<file path="src/sv/dda_pkg.sv">
// Shared widths, command codes and controller/datapath interface structs
// for the DDA line pixel generator. No dependencies.
package dda_pkg;

    localparam int COORD_BITS = 11;
    localparam int FRAC_BITS  = 16;
    localparam int WIDTH_BITS = 12;
    localparam int ADDR_BITS  = 24;
    localparam int COLOR_BITS = 8;

    localparam int ACC_BITS   = COORD_BITS + FRAC_BITS + 1;
    localparam int SLOPE_BITS = FRAC_BITS + 2;
    localparam int QUO_BITS   = FRAC_BITS + 1;
    localparam int PROD_BITS  = COORD_BITS + WIDTH_BITS;

    localparam logic [WIDTH_BITS-1:0] SCREEN_WIDTH_RESET = WIDTH_BITS'(640);

    localparam logic CMD_START = 1'b0;
    localparam logic CMD_STEP  = 1'b1;

    typedef logic [COORD_BITS-1:0]        coord_t;
    typedef logic [WIDTH_BITS-1:0]        width_t;
    typedef logic [ADDR_BITS-1:0]         addr_t;
    typedef logic [COLOR_BITS-1:0]        color_t;
    typedef logic signed [ACC_BITS-1:0]   acc_t;
    typedef logic signed [SLOPE_BITS-1:0] slope_t;
    typedef logic [QUO_BITS-1:0]          quo_t;
    typedef logic [PROD_BITS-1:0]         prod_t;

    typedef struct packed {
        logic load_line;
        logic div_start;
        logic load_step;
        logic load_out;
    } dda_cmd_t;

    typedef struct packed {
        logic is_start;
        logic zero_len;
        logic active;
        logic div_done;
        logic out_free;
    } dda_status_t;

endpackage

</file>
<file path="src/sv/dda_div.sv">
// Iterative restoring divider for the slope: (amin << FRAC_BITS) / amaj.
// One quotient bit per cycle. Depends on dda_pkg.
module dda_div (
    input  logic             clk,
    input  logic             rst_n,
    input  logic             start,
    input  dda_pkg::coord_t  amin,
    input  dda_pkg::coord_t  amaj,
    output dda_pkg::quo_t    quotient,
    output logic             done
);

    localparam int CNT_BITS = $clog2(dda_pkg::QUO_BITS);
    localparam int CB = dda_pkg::COORD_BITS;

    logic                    busy_reg;
    logic                    done_reg;
    logic [CNT_BITS-1:0]     cnt_reg;
    dda_pkg::coord_t         rem_reg;
    dda_pkg::coord_t         div_reg;
    dda_pkg::quo_t           num_reg;
    dda_pkg::quo_t           quo_reg;

    logic [CB:0]             trial;
    logic                    fits;

    // Amin never exceeds amaj, so the quotient has at most QUO_BITS bits and
    // the upper numerator bits collapse into the initial remainder amin >> 1.
    assign trial = {rem_reg, num_reg[dda_pkg::QUO_BITS-1]};
    assign fits  = trial >= {1'b0, div_reg};

    always_ff @(posedge clk or negedge rst_n)
    begin
        if (!rst_n)
        begin
            busy_reg <= 1'b0;
            done_reg <= 1'b0;
            cnt_reg  <= '0;
        end
        else
        begin
            done_reg <= 1'b0;
            if (start)
            begin
                busy_reg <= 1'b1;
                cnt_reg  <= CNT_BITS'(dda_pkg::QUO_BITS - 1);
            end
            else if (busy_reg)
            begin
                if (cnt_reg == '0)
                begin
                    busy_reg <= 1'b0;
                    done_reg <= 1'b1;
                end
                else
                begin
                    cnt_reg <= cnt_reg - 1'b1;
                end
            end
        end
    end

    always_ff @(posedge clk)
    begin
        if (start)
        begin
            rem_reg <= amin >> 1;
            div_reg <= amaj;
            num_reg <= {amin[0], {dda_pkg::FRAC_BITS{1'b0}}};
            quo_reg <= '0;
        end
        else if (busy_reg)
        begin
            rem_reg <= fits ? CB'(trial - {1'b0, div_reg}) : CB'(trial);
            num_reg <= num_reg << 1;
            quo_reg <= {quo_reg[dda_pkg::QUO_BITS-2:0], fits};
        end
    end

    assign quotient = quo_reg;
    assign done     = done_reg;

endmodule

</file>
<file path="src/sv/dda_datapath.sv">
// Datapath of the line generator: line setup, DDA state, address multiply,
// output register and the width register. Depends on dda_pkg and dda_div.
module dda_datapath (
    input  logic                  clk,
    input  logic                  rst_n,
    input  dda_pkg::dda_cmd_t     cmd_in,
    output dda_pkg::dda_status_t  status,
    input  logic                  cfg_we,
    input  dda_pkg::width_t       cfg_wdata,
    input  logic                  cmd,
    input  dda_pkg::coord_t       start_col,
    input  dda_pkg::coord_t       start_row,
    input  dda_pkg::coord_t       end_col,
    input  dda_pkg::coord_t       end_row,
    input  dda_pkg::color_t       red,
    input  dda_pkg::color_t       green,
    input  dda_pkg::color_t       blue,
    output logic                  out_valid,
    input  logic                  out_stall,
    output dda_pkg::addr_t        byte_address,
    output dda_pkg::coord_t       pixel_col,
    output dda_pkg::coord_t       pixel_row,
    output dda_pkg::color_t       out_blue,
    output dda_pkg::color_t       out_green,
    output dda_pkg::color_t       out_red,
    output logic                  last
);

    localparam int CB = dda_pkg::COORD_BITS;

    // Line setup
    logic signed [CB:0]  dx, dy;
    dda_pkg::coord_t     adx, ady, amaj, amin;
    logic                maj_x, zero_len;

    assign dx       = $signed({1'b0, end_col}) - $signed({1'b0, start_col});
    assign dy       = $signed({1'b0, end_row}) - $signed({1'b0, start_row});
    assign adx      = dx[CB] ? CB'(-dx) : CB'(dx);
    assign ady      = dy[CB] ? CB'(-dy) : CB'(dy);
    assign maj_x    = adx > ady;
    assign zero_len = !maj_x && (ady == '0);
    assign amaj     = maj_x ? adx : ady;
    assign amin     = maj_x ? ady : adx;

    dda_pkg::quo_t quotient;
    logic          div_done;

    dda_div u_div (
        .clk      (clk),
        .rst_n    (rst_n),
        .start    (cmd_in.div_start),
        .amin     (amin),
        .amaj     (amaj),
        .quotient (quotient),
        .done     (div_done)
    );

    // DDA state
    logic                  active_reg;
    logic                  major_is_x_reg;
    logic                  backward_reg;
    logic                  minor_neg_reg;
    dda_pkg::coord_t       major_pos_reg, major_end_reg;
    dda_pkg::acc_t         acc_reg;
    dda_pkg::slope_t       slope_reg;
    dda_pkg::color_t       red_reg, green_reg, blue_reg;
    dda_pkg::width_t       screen_width_reg;

    dda_pkg::coord_t       minor, step_col, step_row, major_pos_next;
    dda_pkg::slope_t       slope_pos;

    assign minor          = acc_reg[dda_pkg::FRAC_BITS +: CB];
    assign step_col       = major_is_x_reg ? major_pos_reg : minor;
    assign step_row       = major_is_x_reg ? minor : major_pos_reg;
    assign major_pos_next = backward_reg ? major_pos_reg - 1'b1 : major_pos_reg + 1'b1;
    assign slope_pos      = dda_pkg::slope_t'({1'b0, quotient});

    // Step pipeline and output register
    dda_pkg::prod_t        prod_reg;
    dda_pkg::coord_t       col_reg, row_reg;
    logic                  fin_reg;
    logic                  out_valid_reg;
    dda_pkg::addr_t        addr_sum, addr_x3;

    assign addr_sum = dda_pkg::addr_t'(prod_reg) + dda_pkg::addr_t'(col_reg);
    assign addr_x3  = addr_sum + (addr_sum << 1);

    always_ff @(posedge clk or negedge rst_n)
    begin
        if (!rst_n)
        begin
            active_reg       <= 1'b0;
            out_valid_reg    <= 1'b0;
            screen_width_reg <= dda_pkg::SCREEN_WIDTH_RESET;
        end
        else
        begin
            if (cfg_we)
                screen_width_reg <= cfg_wdata;
            if (cmd_in.load_line)
                active_reg <= !zero_len;
            else if (cmd_in.load_step && (major_pos_next == major_end_reg))
                active_reg <= 1'b0;
            if (cmd_in.load_out)
                out_valid_reg <= 1'b1;
            else if (!out_stall)
                out_valid_reg <= 1'b0;
        end
    end

    always_ff @(posedge clk)
    begin
        if (cmd_in.load_line)
        begin
            red_reg   <= red;
            green_reg <= green;
            blue_reg  <= blue;
            if (!zero_len)
            begin
                major_is_x_reg <= maj_x;
                major_pos_reg  <= maj_x ? start_col : start_row;
                major_end_reg  <= maj_x ? end_col : end_row;
                backward_reg   <= maj_x ? dx[CB] : dy[CB];
                minor_neg_reg  <= maj_x ? dy[CB] : dx[CB];
                acc_reg        <= dda_pkg::acc_t'({1'b0, (maj_x ? start_row : start_col),
                                                   {dda_pkg::FRAC_BITS{1'b0}}});
            end
        end
        if (div_done)
            slope_reg <= minor_neg_reg ? -slope_pos : slope_pos;
        if (cmd_in.load_step)
        begin
            col_reg       <= step_col;
            row_reg       <= step_row;
            prod_reg      <= dda_pkg::prod_t'(step_row) * dda_pkg::prod_t'(screen_width_reg);
            fin_reg       <= major_pos_next == major_end_reg;
            acc_reg       <= acc_reg + dda_pkg::acc_t'(slope_reg);
            major_pos_reg <= major_pos_next;
        end
        if (cmd_in.load_out)
        begin
            byte_address <= addr_x3;
            pixel_col    <= col_reg;
            pixel_row    <= row_reg;
            out_blue     <= blue_reg;
            out_green    <= green_reg;
            out_red      <= red_reg;
            last         <= fin_reg;
        end
    end

    assign out_valid       = out_valid_reg;
    assign status.is_start = cmd == dda_pkg::CMD_START;
    assign status.zero_len = zero_len;
    assign status.active   = active_reg;
    assign status.div_done = div_done;
    assign status.out_free = !out_valid_reg || !out_stall;

endmodule

</file>
<file path="src/sv/dda_ctrl.sv">
// Controller state machine of the line generator: input handshake and
// sequencing of setup, division and pixel output. Depends on dda_pkg.
module dda_ctrl (
    input  logic                  clk,
    input  logic                  rst_n,
    input  logic                  in_valid,
    output logic                  in_stall,
    input  dda_pkg::dda_status_t  status,
    output dda_pkg::dda_cmd_t     cmd_out
);

    localparam logic [1:0] ST_IDLE = 2'd0;
    localparam logic [1:0] ST_DIV  = 2'd1;
    localparam logic [1:0] ST_OUT  = 2'd2;

    logic [1:0] state_reg, state_next;

    always_comb
    begin
        state_next = state_reg;
        cmd_out    = '0;
        in_stall   = 1'b1;
        case (state_reg)
            ST_IDLE:
            begin
                in_stall = 1'b0;
                if (in_valid)
                begin
                    if (status.is_start)
                    begin
                        cmd_out.load_line = 1'b1;
                        if (!status.zero_len)
                        begin
                            cmd_out.div_start = 1'b1;
                            state_next        = ST_DIV;
                        end
                    end
                    else if (status.active)
                    begin
                        cmd_out.load_step = 1'b1;
                        state_next        = ST_OUT;
                    end
                end
            end
            ST_DIV:
            begin
                if (status.div_done)
                    state_next = ST_IDLE;
            end
            ST_OUT:
            begin
                if (status.out_free)
                begin
                    cmd_out.load_out = 1'b1;
                    state_next       = ST_IDLE;
                end
            end
            default:
            begin
                state_next = ST_IDLE;
            end
        endcase
    end

    always_ff @(posedge clk or negedge rst_n)
    begin
        if (!rst_n)
            state_reg <= ST_IDLE;
        else
            state_reg <= state_next;
    end

endmodule

</file>
<file path="src/sv/dda_line_pixel_generator_top.sv">
// Top level of the DDA line pixel generator: joins controller and datapath.
// Depends on dda_pkg, dda_ctrl, dda_datapath (and dda_div below it).

// A start request (cmd 0) loads two endpoints and a colour; the block then
// picks the major axis (x only when |dx| > |dy|) and forms a signed 2.16
// slope with a one-bit-per-cycle divider, so a start request holds the input
// through setup, the quotient bits and the slope write-back. A zero-length
// line does not start the divider and leaves the block idle. Each step request
// (cmd 1) while a line is active produces one pixel: first the accumulator
// advances and row times screen_width is registered, then the column is added,
// the sum is scaled by three and the output register is loaded once it is free.
// A step while idle is taken and produces nothing. The output register
// decouples the two sides: the next request is accepted while a pixel waits
// for the receiver, and a stalled receiver only delays the following step. The
// last flag marks the final pixel; the endpoint itself is never drawn. Write
// screen_width through cfg_we/cfg_wdata only while the block is idle.
module dda_line_pixel_generator_top (
    input  logic             clk,
    input  logic             rst_n,
    input  logic             cfg_we,
    input  dda_pkg::width_t  cfg_wdata,
    input  logic             in_valid,
    output logic             in_stall,
    input  logic             cmd,
    input  dda_pkg::coord_t  start_col,
    input  dda_pkg::coord_t  start_row,
    input  dda_pkg::coord_t  end_col,
    input  dda_pkg::coord_t  end_row,
    input  dda_pkg::color_t  red,
    input  dda_pkg::color_t  green,
    input  dda_pkg::color_t  blue,
    output logic             out_valid,
    input  logic             out_stall,
    output dda_pkg::addr_t   byte_address,
    output dda_pkg::coord_t  pixel_col,
    output dda_pkg::coord_t  pixel_row,
    output dda_pkg::color_t  out_blue,
    output dda_pkg::color_t  out_green,
    output dda_pkg::color_t  out_red,
    output logic             last
);

    dda_pkg::dda_cmd_t     ctrl_cmd;
    dda_pkg::dda_status_t  dp_status;

    // Sequence each request; the controller owns the input handshake.
    dda_ctrl u_ctrl (
        .clk      (clk),
        .rst_n    (rst_n),
        .in_valid (in_valid),
        .in_stall (in_stall),
        .status   (dp_status),
        .cmd_out  (ctrl_cmd)
    );

    // Hold line state, run the divider and drive the result register.
    dda_datapath u_dp (
        .clk          (clk),
        .rst_n        (rst_n),
        .cmd_in       (ctrl_cmd),
        .status       (dp_status),
        .cfg_we       (cfg_we),
        .cfg_wdata    (cfg_wdata),
        .cmd          (cmd),
        .start_col    (start_col),
        .start_row    (start_row),
        .end_col      (end_col),
        .end_row      (end_row),
        .red          (red),
        .green        (green),
        .blue         (blue),
        .out_valid    (out_valid),
        .out_stall    (out_stall),
        .byte_address (byte_address),
        .pixel_col    (pixel_col),
        .pixel_row    (pixel_row),
        .out_blue     (out_blue),
        .out_green    (out_green),
        .out_red      (out_red),
        .last         (last)
    );

    // Never overwrite a result that the receiver has not taken.
    a_no_overwrite: assert property (@(posedge clk) disable iff (!rst_n)
        ctrl_cmd.load_out |-> !(out_valid && out_stall))
        else $error("output register loaded while a stalled result waits");

    // The divider only starts on a line with a nonzero major length.
    a_div_nonzero: assert property (@(posedge clk) disable iff (!rst_n)
        ctrl_cmd.div_start |-> (ctrl_cmd.load_line && !dp_status.zero_len))
        else $error("divider started without a valid line setup");

    // A step request advances the line only while it is active.
    a_step_active: assert property (@(posedge clk) disable iff (!rst_n)
        ctrl_cmd.load_step |-> (dp_status.active && !in_stall))
        else $error("step issued on an idle line");

    // After a step the input holds until the pixel is loaded.
    a_step_holds: assert property (@(posedge clk) disable iff (!rst_n)
        ctrl_cmd.load_step |=> in_stall)
        else $error("input accepted while a pixel is in flight");

endmodule

</file>
<file path="config.mk">
export PLATFORM = sky130hd
export DESIGN_NAME = dda_line_pixel_generator_top
export DESIGN_NICKNAME = d
export VERILOG_FILES = /design/src/sv/dda_pkg.sv /design/src/sv/dda_div.sv /design/src/sv/dda_datapath.sv /design/src/sv/dda_ctrl.sv /design/src/sv/dda_line_pixel_generator_top.sv
export SDC_FILE = /design/constraint.sdc
export NUM_CORES = 1
export LEC_CHECK = 0
export ABC_AREA = 0
export BUFFER_PORTS_ARGS = -buffer_cell sky130_fd_sc_hd__buf_2
export CAP_MARGIN = 10
export CORE_ASPECT_RATIO = 0.9
export CORE_MARGIN = 2
export CORE_UTILIZATION = 56
export CTS_BUF_LIST = sky130_fd_sc_hd__clkbuf_16
export CTS_CLUSTER_DIAMETER = 200
export CTS_CLUSTER_SIZE = 10
export DETAILED_ROUTE_END_ITERATION = 10
export PLACE_DENSITY = 0.79
export SLEW_MARGIN = 20
export SYNTH_ARGS = -nofsm -noshare
export SYNTH_HDL_FRONTEND = slang
export SYNTH_SLANG_ARGS = --single-unit
</file>
<file path="constraint.sdc">
create_clock -name clk -period 6.35 [get_ports clk]
set_input_delay 0.3175 -clock clk [delete_from_list [all_inputs] [get_ports clk]]
set_output_delay 0.3175 -clock clk [all_outputs]
set_load 0.05 [all_outputs]
</file>
==> summary.txt <==
Route
  – DRC viols: 0
  – Number of DRC markers in iteration 0: 920
  – Drt wl/cell: approximately 17 um
  – Via-to-Cell Ratio: ~5.6
  – Number of vias after detailed routing: ~15,000
  – WL met3: approximately 2800 um
  – Number of routed nets with antenna violations: 0
  – Top metal layer carrying routed signals: met4
  – Wire length on met2: 20,300 um
  – Routed wire length: 45,100 um
  – First-pass DRT Iterations: 7
  – Met1 Wirelength: around 21,000 um

Final layout
  – Leading cell type in the layout, fill and taps excluded: sky130_fd_sc_hd__edfxtp_1
  – Area growth from synthesis to final layout: 13.6%
  – Most used cells in the layout excluding fill and tap cells: sky130_fd_sc_hd__edfxtp_1 (233), sky130_fd_sc_hd__inv_1 (213), sky130_fd_sc_hd__nand2_1 (177), sky130_fd_sc_hd__ha_1 (177), sky130_fd_sc_hd__buf_2 (158)
  – Antenna diodes: 0
  – Share of final-layout standard cells stronger than drive strength 1: 0.141
  – Flip-flop count of the largest register, all copies and words added: 27
  – Final net count: ~2,500
  – Post-route core utilization: 0.644
  – Cell area after layout: 23,200 um2

Setup path
  – Critical path buffers and inverters: 4
  – CP max-delay cell: sky130_fd_sc_hd__fa_1
  – Largest driver fanout on the critical path: 11
  – Most prevalent standard cell on the critical path: sky130_fd_sc_hd__fa_1
  – Required arrival time at the worst endpoint: 6660 ps
  – Number of logic stages on the critical path including buffering: 19
  – Worst setup path startpoint: u_dp.major_is_x_reg
  – Startpoint Class: flip-flop
  – WP data arrival: between 6000 and 7000 ps
  – Number of cell instances on the worst register-to-register path: 19
  – Beginning of the worst register-to-register path: u_dp.major_is_x_reg
  – Critical Path Max Stage Delay: approximately 550 ps
  – Flop-to-flop setup slack: approximately 220 ps
  – Category of the critical setup timing path: flip-flop to flip-flop
  – Type of element capturing the critical path: flip-flop
  – Chain of cells forming the critical path: buf_4 > buf_4 > mux2_2 > buf_4 > nand2_1 > fa_1 > fa_1 > fa_1 > fa_1 > fa_1 > inv_1 > ha_1 > or3_1 > a2111oi_2 > nor3_2 > a211o_1 > a31oi_1 > o21ai_0 > xor2_1
  – Kind of cell adding the most delay to the critical path: adder cells

Synthesis
  – Xor/xnor cell area share of the yosys netlist: 0.0668
  – Synth cell types: between 70 and 80
  – Gate Count Post-Synth: 1,955
  – Multiplexer share of the synthesized area: 0.0496
  – Fraction of the mapped netlist area in compound gates: 0.110
  – Dominant register cell in the synthesized netlist: sky130_fd_sc_hd__edfxtp_1
  – Flip-flop and latch count after synthesis: ~270
  – Synthesized area per cell: around 10 um2
  – Yosys warns: 0
  – Synthesized area: 20,400 um2
  – Fraction of the mapped netlist area in adder cells: 0.203
  – Count of flip-flops with a built-in enable after synthesis: around 230
  – Simple-gate area share of the yosys netlist: 0.135
  – Seq/Total Area, Yosys: 0.389
  – Largest family of logic cells by synthesized area: adder cells
  – Synthesized Nets: 2,315
  – Fraction of registers with async set/reset: 0.0839

Clocking
  – Clock tree from TritonCTS: yes
  – Clock buffer count from CTS: 31
  – Clock Latency Late Sink: just under 600 ps
  – TritonCTS sink count: between 200 and 300
  – Clock root buffer master: sky130_fd_sc_hd__clkbuf_16
  – Depth of the CTS H-tree: 1
  – Clock-pin slew on the worst setup and hold paths: about 60 ps
  – Largest buffer count on any clock path: 3

Min path
  – Number of cells on the worst hold path: 3
  – Worst hold path startpoint: out_stall
  – Worst min-delay path category: primary input to flip-flop

Global routing
  – Gr usage total: 0.239
  – Largest net degree at the start of global routing: roughly 80
  – Leftover overflow at the end of global routing: 0
  – Number of global-route vias before repair: around 15,000
  – Initial antenna violation count: 0
  – Wire length of the first global-routing pass: 73,000 um

Floorplanning
  – Vert. Die Dim: 185 um
  – Full die area: roughly 38,000 um2
  – Die Width: a little over 200 um
  – Core region area: between 30,000 and 40,000 um2
  – Initial cell density of the core: 0.567
  – Number of core rows: 66
  – Number of top-level design ports: around 160

Timing
  – Share of the clock period used by the worst path after layout: 0.965
  – Worst path setup slack after routing: 223 ps
  – Hold Fails Final Rpt: 0
  – Actual transition at the worst max-transition pin: 1030 ps
  – Worst slew margin relative to its limit: 0.316
  – Slew Limit Fails: 0
  – Highest clock rate: 163 MHz
  – Setup Skew: 15.4 ps
  – Setup Viol. Count Final: 0
  – Final critical delay including setup and external delays: 6130 ps

Run status
  – Status: finished, final reports clean

Placement
  – HPWL reported at the end of detailed placement: around 35,000 um
  – Post-Place Cell Area: about 22,000 um2
  – Final estimated routing congestion in global placement: approximately 0.94
  – Post-Place Worst Slack: around 21 ps
  – Number of port buffers: 158

Job
  – Number of maximum-capacitance constraint violations: 0
kinds of logic (layout without fill, tap and decap cells):
kind of cell / count (synthesis) / after routing
xor gates and xnor gates: 152 / 152
buffers and inverters: 244 / 477
and+or+nand+nor: 570 / 570
DFF: 274 / 274
AOI/OAI and AO/OA: 346 / 346
adders and majority gates: 274 / 274
muxes: 95 / 95
per-layer routing:
| metal | global-route usage | up-vias |
|---|---|---|
| met1 | 0.336 | 7057 |
| met3 | 0.0329 | 67 |
| li1 | - | 7283 |
| met4 | 0.0573 | 0 |
| met2 | 0.393 | 457 |
| met5 | 0 | - |
stage by stage:
step,TNS [ps],hold WS [ps],cells
floorplan,0,21.9,1955
global placement,0,380,2567
detailed placement,0,381,2567
CTS,0,7.57,2664
global route,-55.2,45.3,2664
finish,0,26.3,2664
synth_stat cells (49+ instances only):
master                       n  area share
sky130_fd_sc_hd__a21oi_1    85       0.021
sky130_fd_sc_hd__and2_1     76       0.023
sky130_fd_sc_hd__edfxtp_1  233        0.34
sky130_fd_sc_hd__fa_1       96       0.094
sky130_fd_sc_hd__ha_1      178        0.11
sky130_fd_sc_hd__inv_1     190       0.035
sky130_fd_sc_hd__mux2_2     49       0.027
sky130_fd_sc_hd__nand2_1   177       0.033
sky130_fd_sc_hd__nor2_1    126       0.023
sky130_fd_sc_hd__o21ai_0    84       0.021
sky130_fd_sc_hd__xnor2_1    98       0.042
sky130_fd_sc_hd__xor2_1     52       0.022
worst paths after layout:
kind | endpoint
setup / recovery | u_dp.prod_reg[21]
hold / removal | u_dp.out_valid
setup reg to reg | u_dp.prod_reg[21]
hold reg to reg | u_dp.out_blue[6]
max in group asynchronous | u_dp.screen_width_reg[6]
min in group asynchronous | u_dp.out_valid
timing repair:
item                                    in CTS  in global routing
pin swaps                                    0                  2
buffers inserted                             2                  0
hold buffers                                37                  0
endpoints found under the hold margin       57                  0
endpoints found under the setup margin       1                  3
resized for setup                            0                 10
worst reg2reg max path: stages, from the launching register on:
cell,delay (ps)
sky130_fd_sc_hd__edfxtp_1,380
sky130_fd_sc_hd__buf_4,160
sky130_fd_sc_hd__buf_4,150
sky130_fd_sc_hd__mux2_2,260
sky130_fd_sc_hd__buf_4,190
sky130_fd_sc_hd__nand2_1,100
sky130_fd_sc_hd__fa_1,530
sky130_fd_sc_hd__fa_1,540
sky130_fd_sc_hd__fa_1,540
sky130_fd_sc_hd__fa_1,520
sky130_fd_sc_hd__fa_1,550
sky130_fd_sc_hd__inv_1,40
sky130_fd_sc_hd__ha_1,240
sky130_fd_sc_hd__or3_1,400
sky130_fd_sc_hd__a2111oi_2,270
sky130_fd_sc_hd__nor3_2,140
sky130_fd_sc_hd__a211o_1,280
sky130_fd_sc_hd__a31oi_1,230
sky130_fd_sc_hd__o21ai_0,150
sky130_fd_sc_hd__xor2_1,160
cell type report:
class                      instances  area [um2]
sequential                       274        7940
timing repair buffer             229        1430
tap                              476         596
clock buffer                      31         776
inverter                         190         713
fill                            2863       12800
clock inverter                    27         123
multi-input combinational       1437       11600
Power is not shown: default switching activity piles up to over one toggle a cycle in this logic, so the estimate is an artifact.
